$ cat src/rtl/sidt_pkg.sv
// Package: types, constants and helper functions for the integer-to-text converter.
`timescale 1ns / 1ps

package sidt_pkg;

    localparam int VALUE_W       = 32;
    localparam int NUM_DIGITS    = 10;
    localparam int DIGIT_W       = 4;
    localparam int POS_W         = 4;
    localparam int CHAR_W        = 6;
    localparam int DABBLE_STEPS  = 8;
    localparam int DABBLE_STAGES = VALUE_W / DABBLE_STEPS;

    localparam logic [CHAR_W-1:0] CHAR_MINUS = 6'd45;
    localparam logic [CHAR_W-1:0] CHAR_ZERO  = 6'd48;

    typedef logic [NUM_DIGITS-1:0][DIGIT_W-1:0] bcd_t;

    // Work word moving through the shift-and-add-3 stages.
    typedef struct packed {
        logic               neg;
        bcd_t               bcd;
        logic [VALUE_W-1:0] bin;
    } sidt_work_t;

    // Finished number handed to the character serialiser.
    typedef struct packed {
        logic             neg;
        bcd_t             bcd;
        logic [POS_W-1:0] top;
    } sidt_digits_t;

    // One double-dabble step: correct every digit, then shift in the next bit.
    function automatic sidt_work_t dabble_step(input sidt_work_t w);
        sidt_work_t r;
        bcd_t       adj;
        for (int i = 0; i < NUM_DIGITS; i++) begin
            adj[i] = (w.bcd[i] >= 4'd5) ? w.bcd[i] + 4'd3 : w.bcd[i];
        end
        r.neg = w.neg;
        {r.bcd, r.bin} = {adj, w.bin} << 1;
        return r;
    endfunction

    // Index of the most significant non-zero digit; zero for a value of zero.
    function automatic logic [POS_W-1:0] top_digit(input bcd_t bcd);
        logic [POS_W-1:0] idx;
        idx = '0;
        for (int i = 0; i < NUM_DIGITS; i++) begin
            if (bcd[i] != '0) begin
                idx = POS_W'(i);
            end
        end
        return idx;
    endfunction

endpackage

$ cat src/rtl/sidt_dabble_stage.sv
// One register stage of the binary-to-BCD pipeline: eight shift-and-add-3 steps.
`timescale 1ns / 1ps

module sidt_dabble_stage
    import sidt_pkg::*;
(
    input  logic       clk,
    input  logic       rst_n,
    input  logic       in_valid,
    output logic       in_ready,
    input  sidt_work_t in_data,
    output logic       out_valid,
    input  logic       out_ready,
    output sidt_work_t out_data
);

    logic       valid_reg;
    sidt_work_t data_reg;
    sidt_work_t data_next;

    always_comb
    begin
        data_next = in_data;
        for (int s = 0; s < DABBLE_STEPS; s++) begin
            data_next = dabble_step(data_next);
        end
    end

    assign in_ready  = !valid_reg || out_ready;
    assign out_valid = valid_reg;
    assign out_data  = data_reg;

    always_ff @(posedge clk or negedge rst_n)
    begin
        if (!rst_n)
        begin
            valid_reg <= 1'b0;
        end
        else if (in_ready)
        begin
            valid_reg <= in_valid;
        end
    end

    always_ff @(posedge clk)
    begin
        if (in_valid && in_ready)
        begin
            data_reg <= data_next;
        end
    end

endmodule

$ cat src/rtl/sidt_serializer.sv
// Character serialiser: sends sign and digits, one word per cycle while out_ready.
`timescale 1ns / 1ps

module sidt_serializer
    import sidt_pkg::*;
(
    input  logic              clk,
    input  logic              rst_n,
    input  logic              in_valid,
    output logic              in_ready,
    input  sidt_digits_t      in_data,
    output logic              out_valid,
    input  logic              out_ready,
    output logic [CHAR_W-1:0] out_char,
    output logic              out_last
);

    logic             busy_reg, busy_next;
    logic             sign_reg, sign_next;
    logic [POS_W-1:0] pos_reg,  pos_next;
    bcd_t             bcd_reg;
    logic             take;
    logic             load;

    assign out_valid = busy_reg;
    assign out_last  = !sign_reg && (pos_reg == '0);
    assign out_char  = sign_reg ? CHAR_MINUS
                                : CHAR_ZERO + {{(CHAR_W-DIGIT_W){1'b0}}, bcd_reg[pos_reg]};

    assign take     = busy_reg && out_ready;
    assign in_ready = !busy_reg || (take && out_last);
    assign load     = in_valid && in_ready;

    always_comb
    begin
        busy_next = busy_reg;
        sign_next = sign_reg;
        pos_next  = pos_reg;
        if (load)
        begin
            busy_next = 1'b1;
            sign_next = in_data.neg;
            pos_next  = in_data.top;
        end
        else if (take)
        begin
            if (sign_reg)
            begin
                sign_next = 1'b0;
            end
            else if (pos_reg == '0)
            begin
                busy_next = 1'b0;
            end
            else
            begin
                pos_next = pos_reg - 1'b1;
            end
        end
    end

    always_ff @(posedge clk or negedge rst_n)
    begin
        if (!rst_n)
        begin
            busy_reg <= 1'b0;
            sign_reg <= 1'b0;
            pos_reg  <= '0;
        end
        else
        begin
            busy_reg <= busy_next;
            sign_reg <= sign_next;
            pos_reg  <= pos_next;
        end
    end

    always_ff @(posedge clk)
    begin
        if (load)
        begin
            bcd_reg <= in_data.bcd;
        end
    end

endmodule

$ cat src/rtl/signed_int_to_decimal_ascii.sv
// Top level: signed 32-bit integer to decimal ASCII text, one character per word.
`timescale 1ns / 1ps

// Each input word carries one signed 32-bit integer; the block returns its
// decimal text as a run of output words, one ASCII character each, most
// significant first, with m_tlast on the final character. Negative numbers
// start with '-', leading zeros are dropped and zero prints as a single '0';
// -2147483648 needs no special handling because the magnitude is kept in
// 32 unsigned bits. Internally: one stage forms sign and magnitude, four
// stages each run eight shift-and-add-3 steps (32 in all) to get ten BCD
// digits, one stage finds the leading digit, then a serialiser walks the
// digits out. A number has 1 to 11 characters and they leave at one
// character per cycle while m_tready is high, so the output, not the
// pipeline, sets the sustained rate. The pipeline keeps taking input while a
// number is being sent, up to seven numbers in flight; back-pressure on
// m_tready stalls every stage without loss.

module signed_int_to_decimal_ascii
    import sidt_pkg::*;
(
    input  logic        clk,
    input  logic        rst_n,
    input  logic        s_tvalid,
    output logic        s_tready,
    input  logic [31:0] s_tdata,   // [31:0] value (signed)
    output logic        m_tvalid,
    input  logic        m_tready,
    output logic [7:0]  m_tdata,   // [5:0] character, [7:6] zero
    output logic        m_tlast    // last_char
);

    // Stage outputs: index 0 is the sign/magnitude stage, 1..4 the BCD stages.
    logic       stg_valid [DABBLE_STAGES+1];
    logic       stg_ready [DABBLE_STAGES+1];
    sidt_work_t stg_data  [DABBLE_STAGES+1];

    sidt_work_t in_work;
    logic       in_neg;

    logic       mag_valid_reg;
    sidt_work_t mag_data_reg;

    logic         cnt_valid_reg;
    sidt_digits_t cnt_data_reg;
    logic         cnt_ready;

    logic              ser_ready;
    logic [CHAR_W-1:0] ser_char;

    // Sign and magnitude; two's-complement negate wraps the most negative value onto itself.
    assign in_neg      = s_tdata[VALUE_W-1];
    assign in_work.neg = in_neg;
    assign in_work.bcd = '0;
    assign in_work.bin = in_neg ? (~s_tdata + 1'b1) : s_tdata;

    assign s_tready     = !mag_valid_reg || stg_ready[0];
    assign stg_valid[0] = mag_valid_reg;
    assign stg_data[0]  = mag_data_reg;

    always_ff @(posedge clk or negedge rst_n)
    begin
        if (!rst_n)
        begin
            mag_valid_reg <= 1'b0;
        end
        else if (s_tready)
        begin
            mag_valid_reg <= s_tvalid;
        end
    end

    always_ff @(posedge clk)
    begin
        if (s_tvalid && s_tready)
        begin
            mag_data_reg <= in_work;
        end
    end

    // Binary to BCD, eight bits per stage.
    for (genvar g = 0; g < DABBLE_STAGES; g++) begin : g_dabble
        sidt_dabble_stage u_stage (
            .clk       (clk),
            .rst_n     (rst_n),
            .in_valid  (stg_valid[g]),
            .in_ready  (stg_ready[g]),
            .in_data   (stg_data[g]),
            .out_valid (stg_valid[g+1]),
            .out_ready (stg_ready[g+1]),
            .out_data  (stg_data[g+1])
        );
    end

    // Leading digit search.
    assign cnt_ready                = !cnt_valid_reg || ser_ready;
    assign stg_ready[DABBLE_STAGES] = cnt_ready;

    always_ff @(posedge clk or negedge rst_n)
    begin
        if (!rst_n)
        begin
            cnt_valid_reg <= 1'b0;
        end
        else if (cnt_ready)
        begin
            cnt_valid_reg <= stg_valid[DABBLE_STAGES];
        end
    end

    always_ff @(posedge clk)
    begin
        if (stg_valid[DABBLE_STAGES] && cnt_ready)
        begin
            cnt_data_reg.neg <= stg_data[DABBLE_STAGES].neg;
            cnt_data_reg.bcd <= stg_data[DABBLE_STAGES].bcd;
            cnt_data_reg.top <= top_digit(stg_data[DABBLE_STAGES].bcd);
        end
    end

    // Output: sign then digits, one word per cycle while m_tready is high.
    sidt_serializer u_ser (
        .clk       (clk),
        .rst_n     (rst_n),
        .in_valid  (cnt_valid_reg),
        .in_ready  (ser_ready),
        .in_data   (cnt_data_reg),
        .out_valid (m_tvalid),
        .out_ready (m_tready),
        .out_char  (ser_char),
        .out_last  (m_tlast)
    );

    assign m_tdata = {{(8-CHAR_W){1'b0}}, ser_char};

endmodule

$ cat config.mk
export PLATFORM = sky130hd
export DESIGN_NAME = signed_int_to_decimal_ascii
export DESIGN_NICKNAME = d
export VERILOG_FILES = /design/src/rtl/sidt_pkg.sv /design/src/rtl/sidt_dabble_stage.sv /design/src/rtl/sidt_serializer.sv /design/src/rtl/signed_int_to_decimal_ascii.sv
export SDC_FILE = /design/constraint.sdc
export NUM_CORES = 1
export LEC_CHECK = 0
export BUFFER_PORTS_ARGS = -buffer_cell sky130_fd_sc_hd__buf_2
export CAP_MARGIN = 20
export CORE_ASPECT_RATIO = 1.4
export CORE_UTILIZATION = 60
export DETAILED_ROUTE_END_ITERATION = 12
export PLACE_DENSITY = 0.81
export SETUP_SLACK_MARGIN = 0.4
export SYNTH_ARGS = -nofsm -noshare
export SYNTH_HDL_FRONTEND = slang
export SYNTH_SLANG_ARGS = --single-unit
$ cat constraint.sdc
create_clock -name clk -period 18 [get_ports clk]
set_input_delay 3.6 -clock clk [delete_from_list [all_inputs] [get_ports clk]]
set_output_delay 3.6 -clock clk [all_outputs]
set_load 0.1 [all_outputs]
After elaboration in Yosys (flattened, before gate mapping) --
Cells that the tools add are included.
Storage, ports and cells: output and inout port bits 11, logic and storage cells 945, input bits 36, register bits 331
Cells by class: muxes and demuxes 287, equality and inequality tests 2, reductions and logical operators 40, add/sub/neg operators 268, bitwise logic cells 1, $lt $le $gt $ge 266
Operators by type and width (number):
- greater-or-equal comparator 4 x 3 -> 1 bit, second input constant | 255
- 2-to-1 mux 4 bit | 253
- adder 4 x 2 -> 4 bit, second input constant | 234
- 2-to-1 mux 3 bit | 22
- adder 3 x 2 -> 3 bit, second input constant | 21
- nonzero test 4 bit | 9
- adder 32 x 1 -> 32 bit, second input constant | 1
- inverter 32 bit | 1
- 2-to-1 mux 31 bit | 1
- adder 1 x 2 -> 3 bit, second input constant | 10
- greater-or-equal comparator 1 x 3 -> 1 bit, second input constant | 10
- binary-select mux 4 bit (select 4 bit) | 1
- logical AND 1 bit | 10
- 2-to-1 mux 1 bit | 9
- logical NOT 1 bit | 8
- logical OR 1 bit | 7
- adder 5 x 5 -> 6 bit, first input constant | 1
- 2-to-1 mux 6 bit | 1
- AND reduction 3 bit | 2
- less-than comparator 4 x 5 -> 1 bit, second input constant | 1
- logical NOT 4 bit | 1
- nonzero test 2 bit | 2
- subtractor 4 x 1 -> 4 bit, second input constant | 1
- != test 2 x 1 -> 1 bit, second input constant | 1
- 2 further kinds | 2

Logic depth before layout (Yosys ltp) --
Gate-level depths: netlist of the first run.
depth in word-level cells 16, gate-level depth with buffers 39

Modules after synthesis --
Synthesis of the first run repeated with hierarchy kept, for this count alone.
Unflattened totals: cell total of the unflattened synthesis 7024, area total of the unflattened synthesis 57669.1 µm²
By module, submodules not included:
- sidt_dabble_stage | instances 4, cells each 1671, sequential area each 1976.9 µm², area each 13082.5 µm²
- signed_int_to_decimal_ascii | instances 1, cells each 201, sequential area each 2392.3 µm², area each 3305.7 µm²
- sidt_serializer | instances 1, cells each 139, sequential area each 1351.3 µm², area each 2033.2 µm²

Least setup slack after synthesis of the first run --
Ideal clock, no wire load.
kind input to output, start point input port m_tready, end point output port s_tready, cell stages on the path 5, path buffers 0, arrival time 5097 ps, path slack 9303 ps, cells stage by stage nand2_1 -> o21a_1 -> nand3_1 -> nor2_1 -> nand4_1
Between the ends: word-level cells in the longest chain between the ends 9
Ends and longest elaborated chain:
- start: declaration | line signed_int_to_decimal_ascii.sv:27 | input logic m_tready,
- logical AND 1 bit | line sidt_serializer.sv:30 | assign take = busy_reg && out_ready;
- logical AND 1 bit | line sidt_serializer.sv:31 | assign in_ready = !busy_reg || (take && out_last);
- logical OR 1 bit | line sidt_serializer.sv:31
- logical OR 1 bit | line signed_int_to_decimal_ascii.sv:95 | assign cnt_ready = !cnt_valid_reg || ser_ready;
- logical OR 1 bit (4 in series) | line sidt_dabble_stage.sv:29 | assign in_ready = !valid_reg || out_ready;
- logical OR 1 bit | line signed_int_to_decimal_ascii.sv:56 | assign s_tready = !mag_valid_reg || stg_ready[0];
- end: declaration | line signed_int_to_decimal_ascii.sv:24 | output logic s_tready,
Every way passes these cells.

Final worst setup path of the first run --
Same ends and word-level chain as after synthesis.

==> flow_metrics.py, run 1 <==
metrics = {
    "setup_path": {
        "cp_max_fo": 5,
        "reg2reg_depth": 31,
        "cp_cell_sequence": "buf_2 > nand2_1 > o21a_1 > nand3_1 > nor2_1 > nand4_1 > buf_2",
        "cp_data_required_time_ps": 14400,
        "critPathKind": "input pin to output port",
        "reg2reg_from": "g_dabble[0].u_stage.out_data[32]$_DFFE_PP_",
        "end_kind": "output port",
        "crit_path_frequent_cell": "buf_2",
        "cp_data_arrival_time_ps": 5310,
        "slowest_stage": "nor2_1",
        "worstSetupStartpointType": "input pin",
        "r2r_end": "g_dabble[1].u_stage.out_data[40]$_DFFE_PP_",
        "crit_path_max_incr_delay_ps": 490,
        "path_buf_inv": 2,
        "reg2reg_slack_ps": 10460,
        "crit_family": "simple AND/OR/NAND/NOR gates",
    },
    "grt": {
        "grt.total_usage_pct": 24.4,
        "grt_pass1_wl_um": 104000,
        "grt_max_degree": 46,
        "grt_overflow_total": 0,
        "grt_pass1_vias": 23800,
        "grt_antenna_before_repair": 0,
    },
    "synth": {
        "syn_inst": 3261,
        "yosys_warnings": 0,
        "synth-edff-count": 272,
        "seq_area_frac_synth_pct": 29.4,
        "synth_ff_type": "edfxtp_1",
        "yosys_register_bits": 284,
        "syn_area_um2": 28800,
        "ys_types": 146,
        "syn_avg_cell_area_um2": 8.84,
        "synth-async-reset-ratio_pct": 4.23,
    },
    "drt": {
        "viasPerCell": 6.38,
        "num_vias": 24900,
        "first_pass_iters": 6,
        "antenna_left": 0,
        "post_drt_wl_per_cell_um": 15.7,
        "remaining_drc_errors": 0,
        "wl_um": 61400,
        "dr.first_iter.drc_count": 1241,
    },
    "sta": {
        "timing.setup.tns_ps": 0,
        "final.min_clock_period_ps": 8910,
        "setup_viol": 0,
        "final_hold_viol_count": 0,
        "clock.fmax_ghz": 0.112,
        "slew_viol_final": 0,
        "skew_ps": 38.5,
        "fin_crit_sh_pct": 49.5,
        "grt_setup_unrepaired": "false",
        "hold_ws_ps": 413,
        "tightest_slew_ps": 1060,
        "slew_headroom_pct": 27.5,
    },
    "clock_tree": {
        "numCtsBuffers": 30,
        "tritoncts": "done",
        "ctsLongestPathBuffers": 3,
        "postCtsHoldBufs": 0,
        "cts_resized": 0,
        "clock_sinks": 284,
        "clock-root-buffer": "clkbuf_16",
        "htree_levels": 1,
        "postCtsSetupBuffers": 0,
        "clk_latency_ps": 610,
        "path_clk_slew_ps": 60,
    },
    "die": {
        "start_util_pct": 61.1,
        "fp-row-count": 94,
        "fp.dieW_um": 187,
        "core-area_um2": 47200,
        "die_area_um2": 48900,
        "pin_count": 47,
        "die_h_um": 261,
    },
    "min_path": {
        "hp-start": "cnt_data_reg[30]$_DFFE_PP_",
        "whs_path_depth": 0,
        "hold_end": "u_ser.bcd_reg[26]$_DFFE_PP_",
        "hold_class": "flip-flop to flip-flop",
    },
    "final_layout": {
        "syn2layout_area_growth_pct": 6.01,
        "fin_area_um2": 30500,
        "largest_reg_flops": 154,
        "n_antenna_cell": 0,
        "drive_gt1_share_pct": 13.7,
        "n_fill_cell": 3699,
        "nNetsFinal": 3442,
    },
    "placement": {
        "dp.final_hpwl_um": 46500,
        "place.gp.congestion": 0.851,
        "numPortBuffers": 43,
        "placed_cell_area_um2": 29500,
    },
    "run_status": {
        "status": "finished clean",
    },
    "flow_run": {
        "max_cap_violations": 0,
    },
}
-- placed cells by master (no fill, tap or decap), types with 16 or more instances in the layout --
cell type / n
o21ai_0: 211
a21oi_2: 27
o21a_1: 46
mux2i_1: 84
a211o_1: 18
o211a_1: 19
ha_1: 148
nor2b_1: 32
or4_1: 16
o21bai_1: 27
buf_2: 43
o22ai_1: 30
or2_1: 17
or3_1: 32
clkbuf_16: 30
nor3_1: 85
nor2_1: 250
a21o_1: 41
mux2_2: 56
a31o_2: 16
xnor2_2: 17
nand2_1: 270
and3_1: 31
o21ai_1: 50
nand2b_1: 68
a21oi_1: 222
inv_2: 22
a211oi_1: 49
and2_1: 34
nand3_1: 72
or2_2: 21
xor2_1: 41
o211ai_1: 34
a31oi_1: 44
xnor2_1: 90
inv_1: 201
nor4_1: 18
o31ai_1: 16
edfxtp_1: 272
-- metrics by stage --
stage               setup slack, ps  util, %  std cells
floorplan                      9300        -       3262
global placement               9200     62.5       3849
detailed placement             9180     62.5       3849
CTS                            9100     64.7       3905
global route                   8990     64.8       3906
finish                         9090     64.8       3906
-- logic make-up (layout without fill, tap and decap cells) --
kind of cell / count (synthesis) / count (layout) / synth area share [%]
compound gates: 1155 / 1155 / 29.2
mux: 168 / 168 / 6.83
flops: 284 / 284 / 29.4
xor+xnor: 158 / 158 / 5.63
simple gates: 1026 / 1026 / 17.8
buf+inv: 312 / 332 / 4.34
other cells: 2 / 3 / 0.0261
fa+ha+maj: 156 / 156 / 6.72
-- worst max-delay path by stage --
stage             start       end  slack (ps)  cells after the start
2_1_floorplan  m_tready  s_tready        9300                      5
3_3_place_gp   m_tready  s_tready        9200                      7
3_5_place_dp   m_tready  s_tready        9180                      7
4_1_cts        m_tready  s_tready        9100                      7
5_1_grt        m_tready  s_tready        8990                      7
6_report       m_tready  s_tready        9090                      7
-- per-layer routing --
metal | share of wire, % | up-vias | track usage [%]
met2 | 56 | 485 | 50.5
met5 | 0 | - | 0
met1 | 38 | 11900 | 24.7
met4 | 3.3 | 0 | 9.54
li1 | - | 12400 | -
met3 | 2.7 | 148 | 2.02
-- area by class of cell --
cell class                      instances  area, um2  area share [%]
Clock buffer                           31        754            2.47
Sequential cell                       284       8470            27.7
Tap cell                              624        781            2.56
Inverter                              224        841            2.75
Multi-Input combinational cell       2666      19100            62.6
Timing Repair Buffer                   52        295           0.967
Clock inverter                         25        284           0.930
-- cell usage after synthesis, drive strengths merged (12+ instances only) --
master	count	area share (%)
mux2	64	2.6
and2	41	0.91
clkbuf	57	0.75
mux2i	96	3.6
edfxtp	272	28
o21a	46	1.2
a31oi	52	1.3
dfrtp	12	1.0
buf	31	0.68
o32ai	15	0.72
o22ai	33	0.78
or4	18	0.50
nor3b	18	0.56
a31o	18	0.55
and3	31	0.67
o221ai	16	0.55
a21oi	253	4.9
o21ai	273	5.0
a211oi	61	1.8
o311ai	13	0.42
a2bb2oi	17	0.56
a21boi	25	0.69
a22oi	15	0.41
or3	34	0.77
nor2b	33	0.72
nand3	74	1.3
nand2b	72	1.6
o21bai	27	0.70
a221oi	15	0.59
nand2	271	3.5
nor4	22	0.59
o211a	20	0.69
inv	223	2.9
o31ai	28	1.1
nor2	253	3.3
xor2	47	1.6
a221o	14	0.49
a21o	43	1.2
o211ai	39	1.1
ha	148	6.4
or2	41	0.91
xnor2	109	3.9
a211o	19	0.58
nor3	87	1.5
-- worst reg2reg max path, delay by kind of cell, from the launching register on --
family	cells	cell delay [ps]
AOI/OAI and AO/OA	11	2410
muxes	2	1220
and+or+nand+nor	7	1070
adders and majority gates	5	1060
xor gates and xnor gates	2	520
buffers and inverters	4	510
DFF	1	450
Power of run 1 is not shown: default switching activity piles up to over one toggle a cycle in this logic, so the estimate is an artifact.
==> run 2, diff against run 1 <==
==> constraint.sdc (replaced) <==
create_clock -name clk -period 8.8 [get_ports clk]
set_input_delay 1.76 -clock clk [delete_from_list [all_inputs] [get_ports clk]]
set_output_delay 1.76 -clock clk [all_outputs]
set_load 0.1 [all_outputs]
==> flow_metrics.py, run 2 (synthesis gave the netlist of run 1 again) <==
metrics = {
    "sta": {
        "slew_viol_final": 0,
        "fin_ws_ps": 1290,
        "slew_headroom_pct": 29.6,
        "final_hold_viol_count": 0,
        "timing.setup.tns_ps": 0,
        "skew_ps": 17.2,
        "final.min_clock_period_ps": 7510,
        "clock.fmax_ghz": 0.133,
        "hold_ws_ps": 418,
        "grt_setup_unrepaired": "false",
        "setup_viol": 0,
        "fin_crit_sh_pct": 85.3,
        "tightest_slew_ps": 1030,
    },
    "setup_path": {
        "slowest_stage": "xor2_2",
        "critPathKind": "flip-flop to flip-flop",
        "cp_data_required_time_ps": 9140,
        "crit_path_max_incr_delay_ps": 500,
        "r2r_end": "g_dabble[3].u_stage.out_data[67]$_DFFE_PP_",
        "crit_path_frequent_cell": "ha_1",
        "worstSetupStartpointType": "flip-flop",
        "cp_data_arrival_time_ps": 7850,
        "reg2reg_depth": 30,
        "end_kind": "flip-flop",
        "cp_max_fo": 13,
        "reg2reg_from": "g_dabble[2].u_stage.out_data[60]$_DFFE_PP_",
        "reg2reg_slack_ps": 1290,
    },
    "drt": {
        "post_drt_wl_per_cell_um": 15.3,
        "num_vias": 24600,
        "first_pass_iters": 6,
        "remaining_drc_errors": 0,
        "antenna_left": 0,
        "wl_um": 59800,
        "dr.first_iter.drc_count": 1183,
        "viasPerCell": 6.30,
    },
    "clock_tree": {
        "htree_levels": 1,
        "numCtsBuffers": 29,
        "path_clk_slew_ps": 70,
        "postCtsHoldBufs": 0,
        "clk_latency_ps": 580,
        "cts_resized": 0,
        "ctsLongestPathBuffers": 3,
        "postCtsSetupBuffers": 0,
        "clock_sinks": 284,
        "clock-root-buffer": "clkbuf_16",
        "tritoncts": "done",
    },
    "grt": {
        "grt_max_degree": 46,
        "grt_pass1_vias": 23800,
        "grt_pass1_wl_um": 103000,
        "grt_antenna_before_repair": 0,
        "grt.total_usage_pct": 24.0,
        "grt_overflow_total": 0,
    },
    "placement": {
        "numPortBuffers": 43,
        "place_ws_ps": 1430,
        "place.gp.congestion": 0.866,
        "dp.final_hpwl_um": 46000,
    },
    "run_status": {
        "status": "finished clean",
    },
    "final_layout": {
        "nNetsFinal": 3443,
        "n_antenna_cell": 0,
        "syn2layout_area_growth_pct": 6.05,
        "largest_reg_flops": 154,
        "mostFrequentLayoutCells": "272 x edfxtp_1, 270 x nand2_1, 250 x nor2_1, 222 x a21oi_1, 211 x o21ai_0",
        "drive_gt1_share_pct": 13.7,
        "final_common_cell": "edfxtp_1",
        "post-route-util_pct": 64.8,
    },
    "min_path": {
        "hp-start": "cnt_data_reg[14]$_DFFE_PP_",
        "hold_end": "u_ser.bcd_reg[10]$_DFFE_PP_",
        "hold_class": "flip-flop to flip-flop",
        "whs_path_depth": 0,
    },
    "die": {
        "fp-row-count": 94,
        "die_h_um": 261,
        "core-area_um2": 47200,
        "pin_count": 47,
        "die_area_um2": 48900,
        "start_util_pct": 61.1,
        "fp.dieW_um": 187,
    },
    "flow_run": {
        "max_cap_violations": 0,
    },
}
[run 2: cell types whose count changed in the layout (fill, tap and decap cells not counted)]
cell,delta
buf_4,+2
bufinv_16,+1
clkbuf_1,+1
clkbuf_16,-1
clkbuf_8,+3
clkinv_16,-1
clkinv_2,-4
clkinv_4,+1
clkinv_8,-1
clkinvlp_4,-1
inv_16,+1
inv_6,-1
[run 2: layout make-up]
type | instances | area (um2)
multi-input combinational | 2666 | 19100
fill | 3684 | 16600
sequential | 284 | 8470
inverter | 224 | 841
tap | 624 | 781
clock buffer | 34 | 774
timing repair buffer | 54 | 310
clock inverter | 20 | 260
[run 2: through the flow]
| step | instances | area [um2] |
|---|---|---|
| final | 3906 | 30600 |
| after global routing | 3906 | 30600 |
| after CTS | 3905 | 30500 |
| after detailed placement | 3851 | 29500 |
| after global placement | 3851 | 29500 |
| after floorplan | 3262 | 28800 |
[run 2: critical path: cells and delay by family (launching register included)]
| kind | cells | cell delay, ps |
|---|---|---|
| AOI/OAI and AO/OA | 12 | 2930 |
| buffers and inverters | 4 | 300 |
| and+or+nand+nor | 1 | 70 |
| muxes | 3 | 810 |
| adders and majority gates | 8 | 2010 |
| xor gates and xnor gates | 2 | 660 |
| DFF | 1 | 490 |
[run 2: routing by layer]
metal / vias to the layer above / wire length, um / track usage [%]
met3: 101 / 1440 / 2.00
li1: 12400 / - / -
met2: 426 / 34100 / 50.5
met5: - / 0 / 0
met4: 0 / 1260 / 7.74
met1: 11700 / 23100 / 24.3
[run 2: worst max-delay path by stage]
stage	from	endpoint	depth (start not counted)
after floorplan	g_dabble[2].u_stage.out_data[60]$_DFFE_PP_	g_dabble[3].u_stage.out_data[63]$_DFFE_PP_	34
after global placement	g_dabble[2].u_stage.out_data[60]$_DFFE_PP_	g_dabble[3].u_stage.out_data[67]$_DFFE_PP_	30
after detailed placement	g_dabble[2].u_stage.out_data[60]$_DFFE_PP_	g_dabble[3].u_stage.out_data[67]$_DFFE_PP_	30
after CTS	g_dabble[2].u_stage.out_data[60]$_DFFE_PP_	g_dabble[3].u_stage.out_data[67]$_DFFE_PP_	30
after global routing	g_dabble[2].u_stage.out_data[60]$_DFFE_PP_	g_dabble[3].u_stage.out_data[70]$_DFFE_PP_	35
final	g_dabble[2].u_stage.out_data[60]$_DFFE_PP_	g_dabble[3].u_stage.out_data[67]$_DFFE_PP_	30
Power of run 2 is left out for the same reason.
==> run 3, diff against run 2 <==
--- a/config.mk
+++ b/config.mk
@@ -9,6 +9,7 @@
 export CAP_MARGIN = 20
 export CORE_ASPECT_RATIO = 1.4
 export CORE_UTILIZATION = 60
+export CTS_BUF_LIST = sky130_fd_sc_hd__clkbuf_4 sky130_fd_sc_hd__clkbuf_8
 export DETAILED_ROUTE_END_ITERATION = 12
 export PLACE_DENSITY = 0.81
 export SETUP_SLACK_MARGIN = 0.4
==> flow_metrics.py, run 3 (synthesis gave the netlist of run 1 again) <==
metrics = {
    "grt": {
        "grt_overflow_total": 0,
        "grt_pass1_vias": 23700,
        "grt_pass1_wl_um": 102000,
        "grt_antenna_before_repair": 0,
        "grt.total_usage_pct": 23.8,
        "grt_max_degree": 46,
    },
    "final_layout": {
        "layout.cells.non_filler": 3933,
        "mostFrequentLayoutCells": "272 x edfxtp_1, 270 x nand2_1, 250 x nor2_1, 222 x a21oi_1, 211 x o21ai_0",
        "n_antenna_cell": 0,
        "drive_gt1_share_pct": 14.2,
        "final_common_cell": "edfxtp_1",
        "nNetsFinal": 3458,
        "largest_reg_flops": 154,
        "syn2layout_area_growth_pct": 5.95,
    },
    "clock_tree": {
        "clock-root-buffer": "clkbuf_8",
        "ctsLongestPathBuffers": 3,
        "numCtsBuffers": 44,
        "tritoncts": "done",
        "htree_levels": 2,
        "postCtsSetupBuffers": 0,
        "clock_sinks": 284,
        "postCtsHoldBufs": 0,
        "cts_resized": 0,
        "path_clk_slew_ps": 70,
        "clk_latency_ps": 590,
    },
    "sta": {
        "tightest_slew_ps": 1030,
        "skew_ps": 39.3,
        "final_hold_viol_count": 0,
        "hold_ws_ps": 413,
        "clock.fmax_ghz": 0.133,
        "final.min_clock_period_ps": 7530,
        "grt_setup_unrepaired": "false",
        "slew_headroom_pct": 29.9,
        "slew_viol_final": 0,
        "timing.setup.tns_ps": 0,
        "setup_viol": 0,
        "fin_crit_sh_pct": 85.5,
        "fin_ws_ps": 1270,
    },
    "setup_path": {
        "slowest_stage": "xor2_2",
        "crit_path_max_incr_delay_ps": 510,
        "cp_data_arrival_time_ps": 7840,
        "cp_data_required_time_ps": 9110,
        "critPathKind": "flip-flop to flip-flop",
        "crit_path_frequent_cell": "ha_1",
        "end_kind": "flip-flop",
        "cp_max_fo": 13,
        "worstSetupStartpointType": "flip-flop",
    },
    "die": {
        "pin_count": 47,
        "fp-row-count": 94,
        "fp.dieW_um": 187,
        "core-area_um2": 47200,
        "die_h_um": 261,
        "start_util_pct": 61.1,
        "die_area_um2": 48900,
    },
    "placement": {
        "place_inst": 3851,
        "dp.final_hpwl_um": 46000,
        "numPortBuffers": 43,
        "place_ws_ps": 1430,
        "place.gp.congestion": 0.866,
    },
    "flow_run": {
        "max_cap_violations": 0,
    },
    "run_status": {
        "status": "finished clean",
    },
    "drt": {
        "dr.first_iter.drc_count": 1207,
        "post_drt_wl_per_cell_um": 15.2,
        "remaining_drc_errors": 0,
        "first_pass_iters": 6,
        "viasPerCell": 6.27,
        "num_vias": 24600,
        "antenna_left": 0,
        "wl_um": 59600,
    },
    "min_path": {
        "hold_class": "flip-flop to flip-flop",
    },
}
## run 3: cell types whose count changed in the layout (fill, tap and decap cells not counted), moves of 3 or more
cell       delta
clkinv_1      +7
clkbuf_8     +44
clkinv_2      +3
inv_6         -3
clkbuf_16    -29
clkbuf_4     +10
## run 3: routing by layer
layer  vias up  track usage [%]  part of all wire (%)
li1      12400                -                     -
met1     11700             23.9                    38
met2       459             50.1                    56
met3       129             2.10                   2.5
met4         0             8.42                   2.6
met5         -                0                     0
## run 3: layout make-up
type | count | area (um2)
Multi-Input combinational cell | 2666 | 19100
Fill cell | 3695 | 16600
Sequential cell | 284 | 8470
Inverter | 224 | 841
Tap cell | 624 | 781
Clock buffer | 57 | 722
Timing Repair Buffer | 54 | 310
Clock inverter | 24 | 284
## run 3: worst paths after layout
check	to	cells after the start	from	slack, ps
max	g_dabble[3].u_stage.out_data[67]$_DFFE_PP_	30	g_dabble[2].u_stage.out_data[60]$_DFFE_PP_	1270
min	u_ser.bcd_reg[10]$_DFFE_PP_	0	cnt_data_reg[14]$_DFFE_PP_	410
max reg2reg	g_dabble[3].u_stage.out_data[67]$_DFFE_PP_	30	g_dabble[2].u_stage.out_data[60]$_DFFE_PP_	1270
min reg2reg	u_ser.bcd_reg[10]$_DFFE_PP_	0	cnt_data_reg[14]$_DFFE_PP_	410
max in group asynchronous	u_ser.pos_reg[3]$_DFFE_PN0P_	1	rst_n	7440
min in group asynchronous	u_ser.pos_reg[2]$_DFFE_PN0P_	1	rst_n	1080
## run 3: worst max-delay path, delay by kind of cell (launching register included)
family          cells  cell delay (ps)
compound gates     12             2900
fa+ha+maj           8             2020
mux                 3              810
xor+xnor            2              670
flops               1              480
buf+inv             4              300
simple gates        1               70
## run 3: stage by stage
step	cell area (um2)	utilization [%]
CTS	30500	64.7
finish	30500	64.7
global route	30500	64.7
global placement	29500	62.6
floorplan	28800	-
detailed placement	29500	62.6
Power of run 3 is left out for the same reason.
